$ cat config.mk
export PLATFORM = sky130hd
export DESIGN_NAME = cpbo_proj
export DESIGN_NICKNAME = d
export VERILOG_FILES = /design/src/cpbo_pkg.sv /design/src/cpbo_proj.sv
export SDC_FILE = /design/constraint.sdc
export NUM_CORES = 2
export LEC_CHECK = 0
export ABC_CLOCK_PERIOD_IN_PS = 18050
export BUFFER_PORTS_ARGS = -buffer_cell sky130_fd_sc_hd__buf_4
export CORE_MARGIN = 10
export CORE_UTILIZATION = 65
export CTS_BUF_LIST = sky130_fd_sc_hd__clkbuf_8
export CTS_CLUSTER_DIAMETER = 200
export DETAILED_ROUTE_END_ITERATION = 7
export PLACE_DENSITY_LB_ADDON = 0.15
export SLEW_MARGIN = 20
export SYNTH_ARGS = -nofsm -noshare
export SYNTH_HDL_FRONTEND = slang
export SYNTH_SLANG_ARGS = --single-unit
$ cat constraint.sdc
create_clock -name clk -period 18.05 [get_ports clk]
set_input_delay 0 -clock clk [delete_from_list [all_inputs] [get_ports clk]]
set_output_delay 0 -clock clk [all_outputs]
set_load 0.01 [all_outputs]
$ cat src/cpbo_pkg.sv
package cpbo_pkg;

  localparam int MaxVertices = 16;
  localparam int CoordWidth  = 16;
  localparam int AxisWidth   = CoordWidth + 1;
  localparam int ProdWidth   = CoordWidth + AxisWidth;
  localparam int ProjWidth   = ProdWidth + 1;
  localparam int IdxWidth    = $clog2(MaxVertices);
  localparam int CntWidth    = $clog2(MaxVertices + 1);
  localparam int StepWidth   = $clog2(MaxVertices + 2);

  localparam logic CMD_APPEND = 1'b0;
  localparam logic CMD_TEST   = 1'b1;

  typedef logic signed [CoordWidth-1:0] coord_t;
  typedef logic signed [AxisWidth-1:0]  axis_t;
  typedef logic signed [ProdWidth-1:0]  prod_t;
  typedef logic signed [ProjWidth-1:0]  proj_t;

  typedef enum logic [1:0] {
    STATUS_OK      = 2'd0,
    STATUS_EMPTY   = 2'd1,
    STATUS_DROPPED = 2'd2
  } status_t;

  typedef enum logic [1:0] {
    TAG_BOX_LO = 2'd0,
    TAG_BOX_HI = 2'd1,
    TAG_FIRST  = 2'd2,
    TAG_NEXT   = 2'd3
  } proj_tag_t;

  typedef enum logic [1:0] {
    AXIS_X    = 2'd0,
    AXIS_Y    = 2'd1,
    AXIS_EDGE = 2'd2
  } axis_sel_t;

  typedef struct packed {
    logic      valid;
    proj_tag_t tag;
    coord_t    x;
    coord_t    y;
  } proj_pt_t;

  typedef struct packed {
    logic  busy;
    proj_t plo;
    proj_t phi;
    proj_t blo;
    proj_t bhi;
  } proj_res_t;

endpackage

$ cat src/cpbo_proj.sv
module cpbo_proj (
  input  logic                  clk,
  input  logic                  rst,
  input  cpbo_pkg::proj_pt_t    pt,
  input  cpbo_pkg::axis_t       ax,
  input  cpbo_pkg::axis_t       ay,
  output cpbo_pkg::proj_res_t   res
);

  logic                 pv;
  cpbo_pkg::proj_tag_t  ptag;
  cpbo_pkg::prod_t      prod_x;
  cpbo_pkg::prod_t      prod_y;
  cpbo_pkg::proj_t      sum;
  cpbo_pkg::proj_t      plo;
  cpbo_pkg::proj_t      phi;
  cpbo_pkg::proj_t      blo;
  cpbo_pkg::proj_t      bhi;

  always_ff @(posedge clk) begin
    if (rst) begin
      pv <= 1'b0;
    end else begin
      pv <= pt.valid;
    end
  end

  always_ff @(posedge clk) begin
    ptag   <= pt.tag;
    prod_x <= pt.x * ax;
    prod_y <= pt.y * ay;
  end

  assign sum = cpbo_pkg::ProjWidth'(prod_x) + cpbo_pkg::ProjWidth'(prod_y);

  always_ff @(posedge clk) begin
    if (pv) begin
      case (ptag)
        cpbo_pkg::TAG_BOX_LO: blo <= sum;
        cpbo_pkg::TAG_BOX_HI: bhi <= sum;
        cpbo_pkg::TAG_FIRST: begin
          plo <= sum;
          phi <= sum;
        end
        cpbo_pkg::TAG_NEXT: begin
          if (sum < plo) plo <= sum;
          if (sum > phi) phi <= sum;
        end
        default: ;
      endcase
    end
  end

  assign res.busy = pv;
  assign res.plo  = plo;
  assign res.phi  = phi;
  assign res.blo  = blo;
  assign res.bhi  = bhi;

endmodule

==> run_results.csv <==
group,metric,value,unit
outcome,status,"finished, final reports clean",
die,core.rowCount,77,
synthesis,yosysTopAreaCell,"fa_1",
synthesis,synthArstFlopShare,0,
run,drv_cap,0,
detailed_routing,wl_per_cell,18.30,µm
timing,finalMaxSlewViolations,0,
timing,layout_min_cycle_time,5977,ps
detailed_routing,avgViaCountPerCell,5.579,
placed_design,hpwl,57.07,mm
cells_and_area,syn_to_final_growth,10.23,%
clock_tree,htreeDepth,2,
die,die_x,232.5,µm
synthesis,synth.yosys.seq_area_share,0.1863,
synthesis,synthesis.area,29340,µm²
timing,tns,0,ps
die,die_area,54040,µm²
critical_path,end_kind,"flip-flop",
global_route,grt_max_degree,35,
timing,skew,27.66,ps
global_route,grt_pass1_vias,23080,
placed_design,numPortBuffers,207,
synthesis,synth-edff-count,136,
clock_tree,clock_path_buffers,3,
synthesis,ys_types,59,
synthesis,synth_common_cells,"inv_1 (699), fa_1 (553), nand2_1 (310)",
placed_design,gp_congestion,0.9328,
die,fp.dieH,232.5,µm
synthesis,synth_fp_nets,3851,
min_path,hold_path.class,"in2reg",
die,core_area,44410,µm²
clock_tree,cts-root-buf,"clkbuf_8",
cells_and_area,n_antenna_cell,0,
clock_tree,clkLatencyLatePin,550,ps
global_route,grt_usage,0.2610,
detailed_routing,drt_iter0_markers,1388,
clock_tree,cts_tree,"built",
clock_tree,cts_resized,0,
detailed_routing,dr.pass1.iters,5,
critical_path,critPathKind,"reg2reg",
synthesis,syn_avg_cell_area,9.916,µm²
die,initial_core_util,0.6606,
clock_tree,cts_inserted_buffers,35,
clock_tree,numClockSinks,205,
critical_path,path_max_fanout,24,
synthesis,synthTopCellsByArea,"fa_1 (38%), edfxtp_1 (14%), ha_1 (11%), inv_1 (8.9%), and2_1 (5.5%)",
global_route,grt_remaining_overflow,0,
timing,rsz0062_at_grt,"false",
timing,setup-violations-final,0,
die,boundaryPins,208,
detailed_routing,drc,0,
cells_and_area,nets,4034,
timing,slew_headroom,0.2709,
synthesis,ys.flop_type,"edfxtp_1",
timing,clock.fmax,167.3,MHz
timing,hold_violations,0,
synthesis,yosysMostFrequentCell,"inv_1",
synthesis,ys_seq_elements,205,
critical_path,cp.arrival,6210,ps
timing,period_share,0.3311,
detailed_routing,routed_wl,68.79,mm
critical_path,crit_required,18280,ps
global_route,antenna_found_initial,0,
synthesis,yosysTopAreaCellShare,0.3773,
timing,worst_slew_pin_slew,1086,ps
detailed_routing,vias,20980,
detailed_routing,ant_nets,0,
synthesis,ys_warn_count,0,
cells_and_area,drive_above_1_share,0.08807,
synthesis,synthCells,2959,
global_route,grt_first_pass_wirelength,113.5,mm
clock_tree,clk_pin_slew,60,ps
critical_path,start_kind,"flip-flop",
[layout by cell type (no fill, tap or decap), types with 7 or more instances in the layout]
cell type      count
a21oi_1           90
ha_1             268
dfxtp_1           69
nand3_1           19
nand2b_1          21
and2_1           258
o21a_1            23
nand2_1          310
a31oi_1            7
a211oi_1          10
clkbuf_8          39
nor3_1            12
buf_4            217
xor2_1            21
nor2_1            76
dlygate4sd3_1     10
xnor2_1           77
a21o_1            57
inv_1            707
nand4_1           21
nor2b_1           11
o21bai_1           8
edfxtp_1         136
fa_1             553
o21ai_0           55
[worst max-delay path, cell delays in order (launching register included)]
cell	delay (ps)
dfxtp_1	310
ha_1	160
inv_1	50
fa_1	390
nor2b_1	160
o211ai_1	160
a211oi_1	470
o21a_1	250
a21oi_1	150
o21ai_0	510
a21boi_0	250
o21bai_1	200
xor2_1	770
ha_1	400
a21oi_1	140
nor2b_1	50
o21ai_0	170
a31oi_1	140
a211o_1	270
a21oi_4	400
buf_16	230
[state kept, by name, summed over array words and instances, names as in the netlist]
name    count
pv          1
prod_y     33
phi        34
blo        34
plo        34
ptag        2
bhi        34
prod_x     33
[repair_timing]
action | 4_1_cts | 5_1_grt
buffers inserted | 0 | 0
endpoints found under the setup margin | 0 | 0
endpoints found under the hold margin | 6 | 0
hold buffers | 10 | 0
[per-layer routing]
layer | vias up | share of wire | wire length, µm | global-route usage
met4 | 0 | 0.041 | 2796 | 0.1067
met1 | 10550 | 0.36 | 24960 | 0.3078
met5 | - | 0 | 0 | 0
met3 | 193 | 0.078 | 5345 | 0.04880
met2 | 799 | 0.52 | 35690 | 0.4621
li1 | 9432 | - | - | -
[area by class of cell]
cell class,instances,area (µm²)
fill,3254,12070
clock inverter,24,226.5
timing repair buffer,229,1784
inverter,699,2624
sequential,205,5465
clock buffer,39,536.8
tap,592,740.7
multi-input combinational,1972,20970
[path summary, 6_finish.rpt]
path | startpoint | endpoint | slack [ps] | depth (start not counted)
setup reg to reg | prod_x[0]$_DFF_P_ | plo[16]$_DFFE_PP_ | 12070 | 20
hold / removal | ay[1] | prod_y[1]$_DFF_P_ | 80 | 3
hold reg to reg | prod_y[0]$_DFF_P_ | plo[0]$_DFFE_PP_ | 670 | 1
setup / recovery | prod_x[0]$_DFF_P_ | plo[16]$_DFFE_PP_ | 12070 | 20
[metrics by stage]
stage / utilization / hold slack [ps] / cells / worst slack (ps) / cell area, µm²
2_1_floorplan: - / 27.72 / 2959 / 12170 / 29340
3_3_place_gp: 0.7076 / 106.3 / 3685 / 11900 / 31430
3_5_place_dp: 0.7076 / 106.6 / 3685 / 11720 / 31430
4_1_cts: 0.7270 / 64.08 / 3758 / 11860 / 32290
5_1_grt: 0.7283 / 74.92 / 3760 / 11770 / 32340
6_report: 0.7283 / 81.03 / 3760 / 12070 / 32340
[logic make-up after synthesis]
logic type      after synthesis  synth area share
xor+xnor                     98           0.02925
flops                       205            0.1863
compound gates              298           0.06537
buf+inv                     782            0.1002
simple gates                755            0.1274
fa+ha+maj                   821            0.4916
Power is not shown: default switching activity piles up to over one toggle a cycle in this logic, so the estimate is an artifact.
